File: config.mk
export PLATFORM = sky130hd
export DESIGN_NAME = best_fit_segment_allocator_core
export DESIGN_NICKNAME = d
export VERILOG_FILES = /design/src/hdl/bfsa_pkg.sv /design/src/hdl/bfsa_ram.sv /design/src/hdl/bfsa_ctrl.sv /design/src/hdl/bfsa_dp.sv /design/src/hdl/best_fit_segment_allocator_core.sv
export SDC_FILE = /design/constraint.sdc
export NUM_CORES = 2
export LEC_CHECK = 0
export BUFFER_PORTS_ARGS = -buffer_cell sky130_fd_sc_hd__buf_2
export CAP_MARGIN = 0
export CORE_ASPECT_RATIO = 0.6
export CORE_MARGIN = 3
export CORE_UTILIZATION = 57
export CTS_CLUSTER_DIAMETER = 50
export DETAILED_ROUTE_END_ITERATION = 6
export GPL_TIMING_DRIVEN = 1
export PLACE_DENSITY = 0.76
export SLEW_MARGIN = 0
export SYNTH_ARGS = -nofsm -noshare
export SYNTH_HDL_FRONTEND = slang
export SYNTH_SLANG_ARGS = --single-unit
File: constraint.sdc
create_clock -name clock -period 9.57 [get_ports clock]
set_clock_uncertainty 0.15 [all_clocks]
set_input_delay 0 -clock clock [delete_from_list [all_inputs] [get_ports clock]]
set_output_delay 0 -clock clock [all_outputs]
set_load 0.1 [all_outputs]
File: src/hdl/bfsa_pkg.sv
// shared types and constants of the best-fit segment allocator
package bfsa_pkg;

   localparam int AW         = 21;
   localparam int BYTES_W    = 24;
   localparam int ST_W       = 2;
   localparam int UNIT_SHIFT = 4;
   localparam int UNIT_BYTES = 1 << UNIT_SHIFT;

   localparam logic [AW:0]   HEAP_UNITS     = 22'd1048576;
   localparam logic [AW-1:0] LEN_MAX        = 21'h1FFFFF;
   localparam logic [AW-1:0] HEAP_LIMIT_RST = 21'd1048576;
   localparam logic [AW-1:0] GROW_RST       = 21'd1024;

   localparam logic [ST_W-1:0] ST_OK         = 2'd0;
   localparam logic [ST_W-1:0] ST_NO_HEAP    = 2'd1;
   localparam logic [ST_W-1:0] ST_TABLE_FULL = 2'd2;
   localparam logic [ST_W-1:0] ST_NULL_FREE  = 2'd3;

   localparam int CSR_IW = 2;
   localparam logic [CSR_IW-1:0] CSR_HEAP_LIMIT = 2'd0;
   localparam logic [CSR_IW-1:0] CSR_GROW       = 2'd1;

   typedef struct packed {
      logic [AW-1:0] base;
      logic [AW-1:0] len;
   } seg_type;

   localparam int SEG_W = $bits(seg_type);

   typedef enum logic [3:0] {
      S_IDLE, S_DECODE, S_SRCH_INIT, S_SRCH, S_GROW, S_INS_SCAN, S_INS_APPLY,
      S_MOVE, S_INS_WRITE, S_INS_END, S_TAKE, S_FINISH
   } state_type;

   typedef enum logic [3:0] {
      CMD_NONE, CMD_LOAD, CMD_SRCH_INIT, CMD_SRCH_STEP, CMD_FREE_SETUP,
      CMD_GROW_SETUP, CMD_INS_STEP, CMD_APPLY, CMD_MOVE_STEP, CMD_INS_WRITE,
      CMD_HEAP_BUMP, CMD_TAKE, CMD_FAIL, CMD_PUBLISH
   } op_type;

   typedef struct packed {
      op_type          op;
      logic [ST_W-1:0] code;
   } cmd_type;

   typedef struct packed {
      logic is_free;
      logic null_addr;
      logic zero_units;
      logic empty;
      logic scan_done;
      logic best_valid;
      logic exact;
      logic over_limit;
      logic merge_prev;
      logic merge_next;
      logic table_full;
      logic move_done;
      logic rsp_free;
   } stat_type;

endpackage

File: src/hdl/bfsa_ram.sv
// generic simple dual-port ram with registered read
module bfsa_ram #(
   parameter int WIDTH = 42,
   parameter int DEPTH = 64
) (
   input  logic                     clock,
   input  logic                     we,
   input  logic [$clog2(DEPTH)-1:0] waddr,
   input  logic [WIDTH-1:0]         wdata,
   input  logic [$clog2(DEPTH)-1:0] raddr,
   output logic [WIDTH-1:0]         rdata
);

   logic [WIDTH-1:0] mem [DEPTH];
   logic [WIDTH-1:0] rdata_ff;

   always_ff @(posedge clock) begin
      if (we) begin
         mem[waddr] <= wdata;
      end
      rdata_ff <= mem[raddr];
   end

   assign rdata = rdata_ff;

endmodule

File: src/hdl/bfsa_ctrl.sv
// sequencing state machine of the allocator
module bfsa_ctrl (
   input  logic               clock,
   input  logic               reset,
   input  logic               req_tvalid,
   output logic               req_tready,
   input  bfsa_pkg::stat_type stat,
   output bfsa_pkg::cmd_type  cmd
);
   import bfsa_pkg::*;

   state_type state_ff, state_in;
   state_type ret_ff, ret_in;
   logic      grow_ff, grow_in;

   always_ff @(posedge clock) begin
      if (reset) begin
         state_ff <= S_IDLE;
         ret_ff   <= S_IDLE;
         grow_ff  <= 1'b0;
      end else begin
         state_ff <= state_in;
         ret_ff   <= ret_in;
         grow_ff  <= grow_in;
      end
   end

   always_comb begin
      state_in = state_ff;
      ret_in   = ret_ff;
      grow_in  = grow_ff;
      unique case (state_ff)
         S_IDLE: begin
            if (req_tvalid) begin
               state_in = S_DECODE;
               grow_in  = 1'b0;
            end
         end
         S_DECODE: begin
            if (stat.is_free) begin
               if (stat.null_addr || stat.zero_units) state_in = S_FINISH;
               else state_in = S_INS_SCAN;
            end else begin
               state_in = S_SRCH_INIT;
            end
         end
         S_SRCH_INIT: state_in = stat.empty ? S_GROW : S_SRCH;
         S_SRCH: begin
            if (stat.scan_done) state_in = stat.best_valid ? S_TAKE : S_GROW;
         end
         S_GROW: begin
            if (stat.over_limit) begin
               state_in = S_FINISH;
            end else begin
               state_in = S_INS_SCAN;
               grow_in  = 1'b1;
            end
         end
         S_INS_SCAN: begin
            if (stat.scan_done) state_in = S_INS_APPLY;
         end
         S_INS_APPLY: begin
            priority if (stat.merge_prev && stat.merge_next) begin
               state_in = S_MOVE;
               ret_in   = S_INS_END;
            end else if (stat.merge_prev || stat.merge_next) begin
               state_in = S_INS_END;
            end else if (stat.table_full) begin
               state_in = S_FINISH;
            end else begin
               state_in = S_MOVE;
               ret_in   = S_INS_WRITE;
            end
         end
         S_MOVE: begin
            if (stat.move_done) state_in = ret_ff;
         end
         S_INS_WRITE: state_in = S_INS_END;
         S_INS_END: begin
            if (grow_ff) begin
               state_in = S_SRCH_INIT;
               grow_in  = 1'b0;
            end else begin
               state_in = S_FINISH;
            end
         end
         S_TAKE: begin
            if (stat.exact) begin
               state_in = S_MOVE;
               ret_in   = S_FINISH;
            end else begin
               state_in = S_FINISH;
            end
         end
         S_FINISH: begin
            if (stat.rsp_free) state_in = S_IDLE;
         end
         default: state_in = S_IDLE;
      endcase
   end

   always_comb begin
      cmd.op     = CMD_NONE;
      cmd.code   = ST_OK;
      req_tready = 1'b0;
      unique case (state_ff)
         S_IDLE: begin
            req_tready = 1'b1;
            if (req_tvalid) cmd.op = CMD_LOAD;
         end
         S_DECODE: begin
            if (stat.is_free) begin
               priority if (stat.null_addr) begin
                  cmd.op   = CMD_FAIL;
                  cmd.code = ST_NULL_FREE;
               end else if (!stat.zero_units) begin
                  cmd.op = CMD_FREE_SETUP;
               end else begin
                  cmd.op = CMD_NONE;
               end
            end
         end
         S_SRCH_INIT: begin
            if (!stat.empty) cmd.op = CMD_SRCH_INIT;
         end
         S_SRCH: cmd.op = CMD_SRCH_STEP;
         S_GROW: begin
            if (stat.over_limit) begin
               cmd.op   = CMD_FAIL;
               cmd.code = ST_NO_HEAP;
            end else begin
               cmd.op = CMD_GROW_SETUP;
            end
         end
         S_INS_SCAN: cmd.op = CMD_INS_STEP;
         S_INS_APPLY: begin
            if (!stat.merge_prev && !stat.merge_next && stat.table_full) begin
               cmd.op   = CMD_FAIL;
               cmd.code = ST_TABLE_FULL;
            end else begin
               cmd.op = CMD_APPLY;
            end
         end
         S_MOVE: cmd.op = CMD_MOVE_STEP;
         S_INS_WRITE: cmd.op = CMD_INS_WRITE;
         S_INS_END: begin
            if (grow_ff) cmd.op = CMD_HEAP_BUMP;
         end
         S_TAKE: cmd.op = CMD_TAKE;
         S_FINISH: begin
            if (stat.rsp_free) cmd.op = CMD_PUBLISH;
         end
         default: cmd.op = CMD_NONE;
      endcase
   end

   a_publish_free: assert property (@(posedge clock) disable iff (reset)
      (cmd.op == CMD_PUBLISH) |-> stat.rsp_free)
      else $error("result published over a pending result");

   a_accept_decode: assert property (@(posedge clock) disable iff (reset)
      (req_tvalid && req_tready) |=> (state_ff == S_DECODE))
      else $error("accepted request not decoded");

endmodule

File: src/hdl/bfsa_dp.sv
// allocator datapath: segment table, scan and shift engine, result register
module bfsa_dp #(
   parameter int MAX_SEGMENTS = 64
) (
   input  logic                                clock,
   input  logic                                reset,
   input  bfsa_pkg::cmd_type                   cmd,
   output bfsa_pkg::stat_type                  stat,
   input  logic                                req_command,
   input  logic [bfsa_pkg::BYTES_W-1:0]        req_bytes,
   input  logic [bfsa_pkg::AW-1:0]             req_address,
   input  logic [bfsa_pkg::AW-1:0]             req_units,
   input  logic                                csr_write,
   input  logic [bfsa_pkg::CSR_IW-1:0]         csr_index,
   input  logic [bfsa_pkg::AW-1:0]             csr_data,
   output logic                                rsp_tvalid,
   input  logic                                rsp_tready,
   output logic [2*bfsa_pkg::AW+bfsa_pkg::ST_W-1:0] rsp_payload
);
   import bfsa_pkg::*;

   localparam int IW = (MAX_SEGMENTS > 1) ? $clog2(MAX_SEGMENTS) : 1;
   localparam int CW = $clog2(MAX_SEGMENTS + 1);
   localparam int PW = 2 * AW + ST_W;
   localparam logic [CW-1:0] MAX_CNT = CW'(MAX_SEGMENTS);

   logic [AW-1:0]   limit_ff, limit_in, grow_cfg_ff, grow_cfg_in;
   logic [CW-1:0]   count_ff, count_in;
   logic [IW-1:0]   rover_ff, rover_in;
   logic [AW-1:0]   heap_top_ff, heap_top_in;
   logic            pend_ff, pend_in, stop_ff, stop_in, best_v_ff, best_v_in;
   logic            next_v_ff, next_v_in, rsp_valid_ff, rsp_valid_in;
   logic [CW-1:0]   left_ff, left_in;

   logic            is_free_ff, is_free_in;
   logic [AW-1:0]   need_ff, need_in, addr_ff, addr_in, units_ff, units_in;
   logic [AW-1:0]   ins_base_ff, ins_base_in, ins_len_ff, ins_len_in;
   logic [IW-1:0]   rd_ff, rd_in, pidx_ff, pidx_in, best_idx_ff, best_idx_in;
   logic            dir_up_ff, dir_up_in;
   seg_type         best_ff, best_in, prev_ff, prev_in, next_ff, next_in;
   logic [CW-1:0]   pos_ff, pos_in;
   logic [ST_W-1:0] res_st_ff, res_st_in;
   logic [AW-1:0]   res_addr_ff, res_addr_in, res_grant_ff, res_grant_in;
   logic [PW-1:0]   rsp_data_ff, rsp_data_in;

   logic            ram_we;
   logic [IW-1:0]   ram_waddr;
   logic [SEG_W-1:0] ram_wdata, ram_rdata;
   seg_type         rseg;

   logic [CW-1:0]   cnt_m1, cnt_m2, pos_m1_w, left_m1;
   logic [IW-1:0]   pos_idx, pos_m1, srch_first, srch_nxt, start, idx_m1;
   logic            fit, hit_exact, ins_gt, merge_prev, merge_next;
   logic [AW+1:0]   sum3;
   logic [AW:0]     sum2, limit_w, grow_end;
   logic [AW-1:0]   grow_amt, sat3, sat2, cut_len;
   logic [BYTES_W:0] bytes_sum;
   logic [BYTES_W-UNIT_SHIFT:0] need_q;

   bfsa_ram #(.WIDTH(SEG_W), .DEPTH(MAX_SEGMENTS)) u_table (
      .clock (clock),
      .we    (ram_we),
      .waddr (ram_waddr),
      .wdata (ram_wdata),
      .raddr (rd_ff),
      .rdata (ram_rdata)
   );

   assign rseg      = seg_type'(ram_rdata);
   assign cnt_m1    = count_ff - 1'b1;
   assign cnt_m2    = count_ff - CW'(2);
   assign left_m1   = left_ff - 1'b1;
   assign pos_m1_w  = pos_ff - 1'b1;
   assign pos_idx   = pos_ff[IW-1:0];
   assign pos_m1    = pos_m1_w[IW-1:0];
   assign idx_m1    = best_idx_ff - 1'b1;
   assign start     = ({1'b0, rover_ff} < count_ff) ? rover_ff : cnt_m1[IW-1:0];
   assign srch_first = (({1'b0, start} + 1'b1) == count_ff) ? '0 : start + 1'b1;
   assign srch_nxt  = (({1'b0, rd_ff} + 1'b1) == count_ff) ? '0 : rd_ff + 1'b1;

   assign fit       = (rseg.len >= need_ff) && (!best_v_ff || rseg.len < best_ff.len);
   assign hit_exact = rseg.len == need_ff;
   assign ins_gt    = rseg.base > ins_base_ff;

   assign merge_prev = (pos_ff != '0) &&
                       (({1'b0, prev_ff.base} + {1'b0, prev_ff.len}) == {1'b0, ins_base_ff});
   assign merge_next = next_v_ff &&
                       (({1'b0, ins_base_ff} + {1'b0, ins_len_ff}) == {1'b0, next_ff.base});
   assign sum3 = {2'b0, prev_ff.len} + {2'b0, ins_len_ff} +
                 (merge_next ? {2'b0, next_ff.len} : '0);
   assign sat3 = (sum3 > {2'b0, LEN_MAX}) ? LEN_MAX : sum3[AW-1:0];
   assign sum2 = {1'b0, next_ff.len} + {1'b0, ins_len_ff};
   assign sat2 = (sum2 > {1'b0, LEN_MAX}) ? LEN_MAX : sum2[AW-1:0];

   assign grow_amt = (need_ff > grow_cfg_ff) ? need_ff : grow_cfg_ff;
   assign limit_w  = ({1'b0, limit_ff} < HEAP_UNITS) ? {1'b0, limit_ff} : HEAP_UNITS;
   assign grow_end = {1'b0, heap_top_ff} + {1'b0, grow_amt};
   assign cut_len  = best_ff.len - need_ff;

   assign bytes_sum = {1'b0, req_bytes} + (BYTES_W + 1)'(UNIT_BYTES - 1);
   assign need_q    = bytes_sum[BYTES_W:UNIT_SHIFT];

   always_comb begin
      stat.is_free    = is_free_ff;
      stat.null_addr  = addr_ff == '0;
      stat.zero_units = units_ff == '0;
      stat.empty      = count_ff == '0;
      stat.scan_done  = !pend_ff && (left_ff == '0 || stop_ff);
      stat.best_valid = best_v_ff;
      stat.exact      = best_ff.len == need_ff;
      stat.over_limit = grow_end > limit_w;
      stat.merge_prev = merge_prev;
      stat.merge_next = merge_next;
      stat.table_full = count_ff >= MAX_CNT;
      stat.move_done  = !pend_ff && left_ff == '0;
      stat.rsp_free   = !rsp_valid_ff || rsp_tready;
   end

   always_comb begin
      limit_in     = limit_ff;
      grow_cfg_in  = grow_cfg_ff;
      count_in     = count_ff;
      rover_in     = rover_ff;
      heap_top_in  = heap_top_ff;
      pend_in      = pend_ff;
      stop_in      = stop_ff;
      best_v_in    = best_v_ff;
      next_v_in    = next_v_ff;
      left_in      = left_ff;
      is_free_in   = is_free_ff;
      need_in      = need_ff;
      addr_in      = addr_ff;
      units_in     = units_ff;
      ins_base_in  = ins_base_ff;
      ins_len_in   = ins_len_ff;
      rd_in        = rd_ff;
      pidx_in      = pidx_ff;
      best_idx_in  = best_idx_ff;
      dir_up_in    = dir_up_ff;
      best_in      = best_ff;
      prev_in      = prev_ff;
      next_in      = next_ff;
      pos_in       = pos_ff;
      res_st_in    = res_st_ff;
      res_addr_in  = res_addr_ff;
      res_grant_in = res_grant_ff;
      rsp_data_in  = rsp_data_ff;
      rsp_valid_in = rsp_valid_ff;
      ram_we       = 1'b0;
      ram_waddr    = pos_idx;
      ram_wdata    = {ins_base_ff, ins_len_ff};

      if (csr_write) begin
         if (csr_index == CSR_HEAP_LIMIT) limit_in = csr_data;
         if (csr_index == CSR_GROW) grow_cfg_in = csr_data;
      end
      if (rsp_valid_ff && rsp_tready) rsp_valid_in = 1'b0;

      unique case (cmd.op)
         CMD_NONE: begin
         end
         CMD_LOAD: begin
            is_free_in   = req_command;
            need_in      = AW'(need_q) + 1'b1;
            addr_in      = req_address;
            units_in     = req_units;
            res_st_in    = ST_OK;
            res_addr_in  = '0;
            res_grant_in = '0;
         end
         CMD_SRCH_INIT: begin
            rd_in     = srch_first;
            left_in   = count_ff;
            pend_in   = 1'b0;
            stop_in   = 1'b0;
            best_v_in = 1'b0;
         end
         CMD_SRCH_STEP: begin
            if (pend_ff && fit) begin
               best_v_in   = 1'b1;
               best_idx_in = pidx_ff;
               best_in     = rseg;
               if (hit_exact) stop_in = 1'b1;
            end
            pend_in = (left_ff != '0) && !stop_ff && !(pend_ff && fit && hit_exact);
            if (pend_in) begin
               pidx_in = rd_ff;
               rd_in   = srch_nxt;
               left_in = left_m1;
            end
         end
         CMD_FREE_SETUP, CMD_GROW_SETUP: begin
            if (cmd.op == CMD_FREE_SETUP) begin
               ins_base_in = addr_ff - 1'b1;
               ins_len_in  = units_ff;
            end else begin
               ins_base_in = heap_top_ff;
               ins_len_in  = grow_amt;
            end
            rd_in     = '0;
            left_in   = count_ff;
            pend_in   = 1'b0;
            stop_in   = 1'b0;
            pos_in    = '0;
            next_v_in = 1'b0;
         end
         CMD_INS_STEP: begin
            if (pend_ff) begin
               if (ins_gt) begin
                  next_in   = rseg;
                  next_v_in = 1'b1;
                  pos_in    = {1'b0, pidx_ff};
                  stop_in   = 1'b1;
               end else begin
                  prev_in = rseg;
                  pos_in  = {1'b0, pidx_ff} + 1'b1;
               end
            end
            pend_in = (left_ff != '0) && !stop_ff && !(pend_ff && ins_gt);
            if (pend_in) begin
               pidx_in = rd_ff;
               rd_in   = rd_ff + 1'b1;
               left_in = left_m1;
            end
         end
         CMD_APPLY: begin
            pend_in = 1'b0;
            priority if (merge_prev) begin
               ram_we    = 1'b1;
               ram_waddr = pos_m1;
               ram_wdata = {prev_ff.base, sat3};
               rover_in  = pos_m1;
               if (merge_next) begin
                  dir_up_in = 1'b0;
                  rd_in     = pos_idx + 1'b1;
                  left_in   = cnt_m1 - pos_ff;
                  count_in  = cnt_m1;
               end else begin
                  left_in = '0;
               end
            end else if (merge_next) begin
               ram_we    = 1'b1;
               ram_waddr = pos_idx;
               ram_wdata = {ins_base_ff, sat2};
               rover_in  = (pos_ff != '0) ? pos_m1 : cnt_m1[IW-1:0];
               left_in   = '0;
            end else begin
               dir_up_in = 1'b1;
               rd_in     = cnt_m1[IW-1:0];
               left_in   = count_ff - pos_ff;
               count_in  = count_ff + 1'b1;
               rover_in  = (pos_ff != '0) ? pos_m1 : count_ff[IW-1:0];
            end
         end
         CMD_MOVE_STEP: begin
            if (pend_ff) begin
               ram_we    = 1'b1;
               ram_waddr = dir_up_ff ? pidx_ff + 1'b1 : pidx_ff - 1'b1;
               ram_wdata = ram_rdata;
            end
            pend_in = left_ff != '0;
            if (pend_in) begin
               pidx_in = rd_ff;
               rd_in   = dir_up_ff ? rd_ff - 1'b1 : rd_ff + 1'b1;
               left_in = left_m1;
            end
         end
         CMD_INS_WRITE: begin
            ram_we    = 1'b1;
            ram_waddr = pos_idx;
            ram_wdata = {ins_base_ff, ins_len_ff};
         end
         CMD_HEAP_BUMP: begin
            heap_top_in = heap_top_ff + ins_len_ff;
         end
         CMD_TAKE: begin
            pend_in      = 1'b0;
            res_grant_in = need_ff;
            res_st_in    = ST_OK;
            if (best_ff.len == need_ff) begin
               res_addr_in = best_ff.base + 1'b1;
               dir_up_in   = 1'b0;
               rd_in       = best_idx_ff + 1'b1;
               left_in     = cnt_m1 - {1'b0, best_idx_ff};
               count_in    = cnt_m1;
               if (best_idx_ff != '0) rover_in = idx_m1;
               else rover_in = (count_ff > CW'(1)) ? cnt_m2[IW-1:0] : '0;
            end else begin
               ram_we      = 1'b1;
               ram_waddr   = best_idx_ff;
               ram_wdata   = {best_ff.base, cut_len};
               res_addr_in = best_ff.base + cut_len + 1'b1;
               left_in     = '0;
               rover_in    = (best_idx_ff != '0) ? idx_m1 : cnt_m1[IW-1:0];
            end
         end
         CMD_FAIL: begin
            res_st_in    = cmd.code;
            res_addr_in  = '0;
            res_grant_in = '0;
         end
         CMD_PUBLISH: begin
            rsp_valid_in = 1'b1;
            rsp_data_in  = {res_st_ff, res_grant_ff, res_addr_ff};
         end
         default: begin
         end
      endcase
   end

   always_ff @(posedge clock) begin
      if (reset) begin
         limit_ff     <= HEAP_LIMIT_RST;
         grow_cfg_ff  <= GROW_RST;
         count_ff     <= '0;
         rover_ff     <= '0;
         heap_top_ff  <= '0;
         pend_ff      <= 1'b0;
         stop_ff      <= 1'b0;
         best_v_ff    <= 1'b0;
         next_v_ff    <= 1'b0;
         left_ff      <= '0;
         rsp_valid_ff <= 1'b0;
      end else begin
         limit_ff     <= limit_in;
         grow_cfg_ff  <= grow_cfg_in;
         count_ff     <= count_in;
         rover_ff     <= rover_in;
         heap_top_ff  <= heap_top_in;
         pend_ff      <= pend_in;
         stop_ff      <= stop_in;
         best_v_ff    <= best_v_in;
         next_v_ff    <= next_v_in;
         left_ff      <= left_in;
         rsp_valid_ff <= rsp_valid_in;
      end
   end

   always_ff @(posedge clock) begin
      is_free_ff   <= is_free_in;
      need_ff      <= need_in;
      addr_ff      <= addr_in;
      units_ff     <= units_in;
      ins_base_ff  <= ins_base_in;
      ins_len_ff   <= ins_len_in;
      rd_ff        <= rd_in;
      pidx_ff      <= pidx_in;
      best_idx_ff  <= best_idx_in;
      dir_up_ff    <= dir_up_in;
      best_ff      <= best_in;
      prev_ff      <= prev_in;
      next_ff      <= next_in;
      pos_ff       <= pos_in;
      res_st_ff    <= res_st_in;
      res_addr_ff  <= res_addr_in;
      res_grant_ff <= res_grant_in;
      rsp_data_ff  <= rsp_data_in;
   end

   assign rsp_tvalid  = rsp_valid_ff;
   assign rsp_payload = rsp_data_ff;

   a_count_range: assert property (@(posedge clock) disable iff (reset)
      count_ff <= MAX_CNT)
      else $error("segment count beyond table depth");

   a_rover_range: assert property (@(posedge clock) disable iff (reset)
      (count_ff != '0) |-> ({1'b0, rover_ff} < count_ff))
      else $error("rover outside the table");

   a_heap_range: assert property (@(posedge clock) disable iff (reset)
      {1'b0, heap_top_ff} <= HEAP_UNITS)
      else $error("heap top beyond heap size");

endmodule

File: src/hdl/best_fit_segment_allocator_core.sv
// top level of the best-fit segment allocator
// an allocate that fits searches the table and takes from the best segment, and an exact fit
// also shifts the table down; growing the heap adds an insert scan, possibly a shift, and a
// second search; a free does an insert scan and may shift the table up or down
// one request in flight, the next is taken in the cycle after the result is published
// reset is synchronous: config, count, rover and heap top reset, table contents are left as is
module best_fit_segment_allocator_core #(
   parameter int MAX_SEGMENTS = 64
) (
   input  logic        clock,
   input  logic        reset,
   input  logic        req_tvalid,
   output logic        req_tready,
   // request_bytes[23:0], block_address[44:24], block_units[65:45]
   input  logic [71:0] req_tdata,
   // command[0]
   input  logic [0:0]  req_tuser,
   output logic        rsp_tvalid,
   input  logic        rsp_tready,
   // payload_address[20:0], granted_units[41:21], status[43:42]
   output logic [47:0] rsp_tdata,
   input  logic        csr_valid,
   output logic        csr_ready,
   input  logic [bfsa_pkg::CSR_IW-1:0] csr_index,
   input  logic [bfsa_pkg::AW-1:0]     csr_data
);
   import bfsa_pkg::*;

   localparam int PW = 2 * AW + ST_W;

   cmd_type       cmd;
   stat_type      stat;
   logic [PW-1:0] rsp_payload;

   assign csr_ready = 1'b1;

   bfsa_ctrl u_ctrl (
      .clock      (clock),
      .reset      (reset),
      .req_tvalid (req_tvalid),
      .req_tready (req_tready),
      .stat       (stat),
      .cmd        (cmd)
   );

   bfsa_dp #(.MAX_SEGMENTS(MAX_SEGMENTS)) u_dp (
      .clock       (clock),
      .reset       (reset),
      .cmd         (cmd),
      .stat        (stat),
      .req_command (req_tuser[0]),
      .req_bytes   (req_tdata[23:0]),
      .req_address (req_tdata[44:24]),
      .req_units   (req_tdata[65:45]),
      .csr_write   (csr_valid),
      .csr_index   (csr_index),
      .csr_data    (csr_data),
      .rsp_tvalid  (rsp_tvalid),
      .rsp_tready  (rsp_tready),
      .rsp_payload (rsp_payload)
   );

   assign rsp_tdata = {4'b0, rsp_payload};

endmodule

# --- After elaboration in Yosys (flattened, before gate mapping) ---
# Memory sizes are Yosys's and may differ from the RTL's. A register that Yosys moved wholly into a read port is not among the register bits.
# Cells that the tools add are included.
word_totals:
  output_inout_bits: 51
  memories: 1
  ff_bits: 443
  ramBits: 2688
  in_bits: 101
  word_cells: 326
classes:
  n_reduce_logical: 71
  mux: 124
  n_addsub: 33
  eq_ne: 50
  bitwise: 1
  n_lt_le_gt_ge: 11
memory_table:
  columns: ["memory", "depth", "word_bits", "rd", "rd_ports_with_merged_regs", "wr", "line", "source"]
  rows:
  - ["u_dp.u_table.mem", 64, 42, 1, 1, 1, "bfsa_ram.sv:14", "logic [WIDTH-1:0] mem [DEPTH];"]
ops:
  columns: ["cell", "count"]
  rows:
  - ["two-way mux 21 bit", 9]
  - ["two-way mux 6 bit", 27]
  - ["two-way mux 42 bit", 3]
  - ["one-hot mux 42 bit (3 select lines)", 1]
  - ["adder 21 x 21 -> 22 bit", 5]
  - ["one-hot mux 4 bit (12 select lines)", 2]
  - ["two-way mux 4 bit", 23]
  - ["two-way mux 7 bit", 13]
  - ["one-hot mux 21 bit (2 select lines)", 2]
  - ["adder 21 x 1 -> 21 bit, second input constant", 3]
  - ["== test 22 x 21 -> 1 bit", 2]
  - ["adder 21 bit", 2]
  - ["== test 21 bit", 2]
  - ["greater-than comparator 21 bit", 2]
  - ["logical NOT 21 bit", 2]
  - ["one-hot mux 6 bit (7 select lines)", 1]
  - ["one-hot mux 7 bit (6 select lines)", 1]
  - ["== test 4 bit, second input constant", 10]
  - ["one-hot mux 6 bit (3 select lines)", 2]
  - ["== test 4 x 3 -> 1 bit, second input constant", 8]
  - ["adder 6 x 1 -> 6 bit, second input constant", 5]
  - ["one-hot mux 7 bit (2 select lines)", 2]
  - ["adder 24 x 4 -> 25 bit, second input constant", 1]
  - ["subtractor 6 x 1 -> 6 bit, second input constant", 4]
  - ["56 further kinds", 158]

# --- Depth between registers and ports, before layout ---
logic_depth:
  ltp_word: 12
  mapped_depth: 41
  depth_no_buf: 39

# --- Cells and area by module ---
# A second synthesis with hierarchy kept.
hier_totals:
  cells_unflattened: 8205
  area_unflattened_um2: 137056.4
modules_own_cells:
  columns: ["mod", "area_each_um2", "seq_area_each_um2", "cells_each", "n_inst"]
  rows:
  - ["bfsa_ram", 102965.0, 81558.2, 4448, 1]
  - ["bfsa_dp", 33154.3, 12151.7, 3620, 1]
  - ["bfsa_ctrl", 892.1, 160.2, 130, 1]
  - ["best_fit_segment_allocator_core", 45.0, 0.0, 7, 1]

# --- Worst setup path after synthesis ---
# Ideal clock, no wire load.
synth_path:
  path_type: "flip-flop to flip-flop"
  start: "register u_dp.ins_len_ff[1]"
  end: "memory u_dp.u_table.mem[63][0] (enable)"
  setup_ns: 0.546
  required_time_ns: 8.874
  path_slack_ns: -0.814
  period_less_slack_ns: 10.384
  stages_incl_launch_ff: 25
  n_path_buf: 4
  arrival_ns: 9.688
  cell_sequence: "edfxtp_1 -> inv_1 -> fa_1 -> nand2b_1 -> a211o_1 -> a211o_1 -> nand2_1 -> mux2i_1 -> or4b_1 -> a2111oi_0 -> o2111a_1 -> buf_2 -> inv_1 -> ha_1 -> nand2_1 -> a21oi_1 -> or3b_2 -> clkbuf_1 -> nor2_1 -> clkbuf_1 -> nand3_1 -> a31o_2 -> or3_1 -> clkbuf_1 -> nor4_1"
synth_between:
  elab_chain_cells: 12
  elab_cells_between_ends: 18
  cone_classes: "add/sub: 1; eq/ne: 5; mux: 8; reduce/logical: 4"
synth_rtl:
  columns: ["element", "line", "source"]
  rows:
  - ["start, declared", "bfsa_dp.sv:37", "logic [AW-1:0] ins_base_ff, ins_base_in, ins_len_ff, ins_len_in;"]
  - ["start signal, assigned", "bfsa_dp.sv:345", "ins_len_ff <= ins_len_in;"]
  - ["adder 21 x 21 -> 22 bit (*)", "bfsa_dp.sv:88", "(({1'b0, ins_base_ff} + {1'b0, ins_len_ff}) == {1'b0, next_ff.base});"]
  - ["== test 22 x 21 -> 1 bit (*)", "bfsa_dp.sv:88", null]
  - ["logical AND 1 bit (*)", "bfsa_dp.sv:87", "assign merge_next = next_v_ff &&"]
  - ["logical NOT 1 bit", "bfsa_ctrl.sv:137", "if (!stat.merge_prev && !stat.merge_next && stat.table_full) begin"]
  - ["logical AND 1 bit (2 in series)", "bfsa_ctrl.sv:137", null]
  - ["two-way mux 4 bit", "bfsa_ctrl.sv:137", null]
  - ["one-hot mux 4 bit (12 select lines)", "bfsa_ctrl.sv:106", "unique case (state_ff)"]
  - ["== test 4 bit or == test 4 x 3 -> 1 bit (tied branches)", "bfsa_dp.sv:159", "unique case (cmd.op)"]
  - ["one-hot mux 1 bit (4 select lines)", "bfsa_dp.sv:159", null]
  - ["two-way mux 1 bit", "bfsa_ram.sv:18", "if (we) begin"]
  - ["two-way mux 1 bit (implied by the code)", "bfsa_ram.sv:19", "mem[waddr] <= wdata;"]
  - ["end, declared", "bfsa_ram.sv:14", null]
# Mark *: on every way between the ends. The rest lies on a longest branch, timed or not.

# --- Worst setup path after layout ---
layout_path:
  start: "register u_dp.ins_base_ff[0]"
  end: "memory u_dp.u_table.mem[16][9], data pin"
layout_between:
  elab_chain_cells: 10
  elab_cells_between_ends: 21
  cone_classes: "add/sub: 2; order compare: 1; eq/ne: 5; mux: 7; reduce/logical: 6"
layout_rtl:
  columns: ["element", "line", "source"]
  rows:
  - ["start, declared", "bfsa_dp.sv:37", null]
  - ["start signal, assigned", "bfsa_dp.sv:344", "ins_base_ff <= ins_base_in;"]
  - ["branches (longest 9 deep; another with adder 23 bit)", null, null]
  - ["one-hot mux 42 bit (3 select lines) (*)", "bfsa_dp.sv:159", null]
  - ["via u_dp.ram_wdata[9]", "bfsa_dp.sv:48", "logic [SEG_W-1:0] ram_wdata, ram_rdata;"]
# Mark *: on every way through the listed nets, which the timed path passes.

==> impl_metrics.ini <==
[outcome]
outcome = complete, but fails checks
violations = max-capacitance violations, max-slew violations

[route]
via_per_inst = 7.12
wl_per_cell_um = 38.0
drc = 0
first_pass_iters = 7
antenna_left = 0
drt_wl_total_um = 447000
via_count = 83865
first_iter_violations = 15807

[clock_network]
clk_latency_ns = 0.87
cts_root_buf = clkbuf_16
cts.clk_slew.worst_paths_ns = 0.07
clock-sinks = 3172
cts_tree = yes
cts_max_level = 5
cts_buffers = 288
cts.path.max_buffers = 4
post_cts_buffers = 0

[synth]
syn_area_per_cell_sq_um = 17.7
synthTopCellsByArea = edfxtp_1, mux4_2, ha_1
synth_top_area_share_pct = 66.8
ys_types = 97
synth-edff-count = 3034
syn_area_sq_um = 136000
yosysSeqAreaShare_pct = 68.9
synth_top_flop_cell = edfxtp_1
yosysWarningCount = 0
synth_top_area_cell = edfxtp_1
async_reset_ff_share_pct = 0
syn_inst = 7714
yosys_register_bits = 3172

[grt]
grt_usage_pct = 36.3
grt_pass1_wl_um = 619000
grt_max_degree = 138
grt_pass1_vias = 79765
antenna_found_initial = 32
overflow = 0

[worst_hold_path]
hold_path_class = in2reg

[sta]
whs_ns = 0.117
rsz0062_at_grt = no
post-route-period-util_pct = 96.9
setup_viol = 0
worstMarginPinSlew_ns = 1.53
maxSlewViolCount = 4
fmax_ghz = 0.108
finalHoldViolCount = 0
slew_headroom_pct = -2.87
post-route-min-period_ns = 9.27

[placed_design]
io_buffer_count = 140
placedCellCount = 11022
gp_congestion = 1.02
hpwl_um = 284000

[setup_path]
path_class = reg2reg
cp-start-kind = flop
crit_slowest_cell = o2111a_1
crit_fanout = 64
cp.arrival_ns = 9.64
cpPeakStageDelay_ns = 0.70
worstPathRequired_ns = 9.93
end_kind = flop

[power]
vdd_drop_max_uv = 259
power_density_nw_per_um2 = 313
p_leak_nw = 52.0

[floorplan]
io_pins = 152
rows = 138
die_area_sq_um = 245000
core_sq_um = 237000
start_util_pct = 57.5
fp.dieH_um = 385
chipWidth_um = 637

[layout]
layout-drive-gt1-share_pct = 22.8
nets = 8839
syn_to_final_growth_pct = 14.8
stdcell_count = 11773

[run]
maxCapViolCount = 2
[Yosys cell counts (96+ instances only)]
| cell type | count |
|---|---|
| a21o_1 | 109 |
| a21oi_1 | 350 |
| buf_1 | 107 |
| clkbuf_1 | 232 |
| dfxtp_1 | 138 |
| edfxtp_1 | 3034 |
| ha_1 | 340 |
| inv_1 | 175 |
| mux2i_1 | 147 |
| mux4_2 | 792 |
| nand2_1 | 375 |
| nand3_1 | 98 |
| nor2_1 | 280 |
| nor3_1 | 97 |
| o21ai_0 | 222 |
| xnor2_1 | 208 |
| xor2_1 | 96 |
[state kept, by name, summed over array words and instances (netlist names), 7 cells and up]
signal / count
u_dp.res_addr_ff: 21
u_dp.need_ff: 21
u_dp.res_grant_ff: 21
u_dp.limit_ff: 21
u_dp.left_ff: 7
u_dp.heap_top_ff: 21
u_dp.units_ff: 21
u_dp.ins_len_ff: 21
u_dp.prev_ff: 42
u_dp.next_ff: 42
u_dp.addr_ff: 21
u_dp.grow_cfg_ff: 21
u_dp.u_table.mem: 2688
u_dp.u_table.rdata: 42
u_dp.pos_ff: 7
u_dp.count_ff: 7
u_dp.ins_base_ff: 21
u_dp.best_ff: 42
u_dp.rsp_payload: 44
[routing by layer]
layer | track usage [%] | part of all wire (%) | up-vias | wire, um
met5 | 0 | 0.015 | - | 68
met4 | 9.02 | 2.8 | 10 | 12500
met3 | 18.6 | 19 | 813 | 87000
met2 | 46.0 | 39 | 7348 | 174000
met1 | 55.1 | 39 | 43079 | 174000
li1 | - | - | 32615 | -
[final timing paths]
| path | start | to | slack [ns] | depth (start not counted) |
|---|---|---|---|---|
| worst min register to register | u_dp.res_grant_ff[3] | u_dp.rsp_payload[24] | 0.26 | 0 |
| worst max register to register | u_dp.ins_base_ff[0] | u_dp.u_table.mem[16][9] | 0.30 | 29 |
| worst min-delay path | csr_data[1] | u_dp.grow_cfg_ff[1] | 0.12 | 4 |
| worst max-delay path | u_dp.ins_base_ff[0] | u_dp.u_table.mem[16][9] | 0.30 | 29 |
[cells by family after synthesis]
| logic type | count (synthesis) | synth area share, % |
|---|---|---|
| xor gates and xnor gates | 305 | 1.97 |
| AOI/OAI and AO/OA | 1123 | 5.34 |
| DFF | 3172 | 68.9 |
| buffers and inverters | 542 | 1.53 |
| other | 2 | 0.00551 |
| adders and majority gates | 354 | 3.32 |
| and+or+nand+nor | 1217 | 4.32 |
| muxes | 999 | 14.7 |
[layout make-up]
class / instances / area (sq um)
Antenna cell: 17 / 42.5
Sequential cell: 3172 / 93900
Fill cell: 15308 / 80400
Clock inverter: 148 / 1660
Clock buffer: 363 / 7780
Inverter: 178 / 673
Multi-Input combinational cell: 4003 / 41100
Tap cell: 3150 / 3940
Timing Repair Buffer: 742 / 7480
[through the flow]
stage	worst slack, ns	area, sq um	power, mW	utilization, %	setup TNS (ns)
floorplan	-0.464	136000	28.8	-	-54.51
global placement	0.517	145000	36.0	61.1	0
finish	0.295	157000	49.1	66.1	0
CTS	0.533	156000	48.3	66.0	0
detailed placement	0.552	145000	36.4	61.1	0
global route	0.0548	156000	50.3	66.1	0
[critical path: cells and delay by family, from the launching register on]
kind | cells | cell delay (ns)
DFF | 1 | 0.59
buffers and inverters | 6 | 1.03
and+or+nand+nor | 7 | 1.86
AOI/OAI and AO/OA | 13 | 4.13
adders and majority gates | 3 | 1.00
[cell usage in the layout (no fill, tap or decap), types with 34 or more instances in the layout]
| master | netlist | layout |
|---|---|---|
| buf_2 | 19 | 139 |
| a211oi_1 | 45 | 45 |
| dlygate4sd3_1 | 0 | 222 |
| mux4_2 | 792 | 792 |
| o221ai_1 | 44 | 44 |
| o21a_1 | 35 | 34 |
| a21o_1 | 109 | 109 |
| buf_12 | 0 | 136 |
| nor2b_1 | 54 | 47 |
| clkinv_2 | 0 | 40 |
| dfxtp_1 | 138 | 137 |
| nor2_1 | 280 | 250 |
| nor3_1 | 97 | 85 |
| o22ai_1 | 48 | 48 |
| mux2_2 | 60 | 60 |
| edfxtp_1 | 3034 | 3034 |
| nand4_1 | 48 | 48 |
| ha_1 | 340 | 340 |
| nand3_1 | 98 | 96 |
| xnor2_1 | 208 | 208 |
| nand2_1 | 375 | 357 |
| clkbuf_16 | 0 | 299 |
| xor2_1 | 96 | 96 |
| mux2i_1 | 147 | 147 |
| nand2b_1 | 49 | 47 |
| a21oi_1 | 350 | 347 |
| o21ai_0 | 222 | 216 |
| clkinv_1 | 2 | 42 |
| inv_1 | 175 | 173 |
| clkbuf_1 | 232 | 58 |
| buf_4 | 5 | 244 |
[where the power goes]
part / internal (mW) / switching, mW / leakage [nW]
Clock: 6.65 / 5.23 / 4.59
Sequential: 17.6 / 0.937 / 28.5
Combinational: 6.65 / 12.0 / 18.9
Total: 30.9 / 18.2 / 52.0
[timing repair]
action                                  4_1_cts  5_1_grt
endpoints found under the hold margin       226        0
endpoints found under the setup margin        0      102
resized for setup                             0        5
hold buffers                                222        0
No activity file was read; power rests on OpenSTA's default activity.
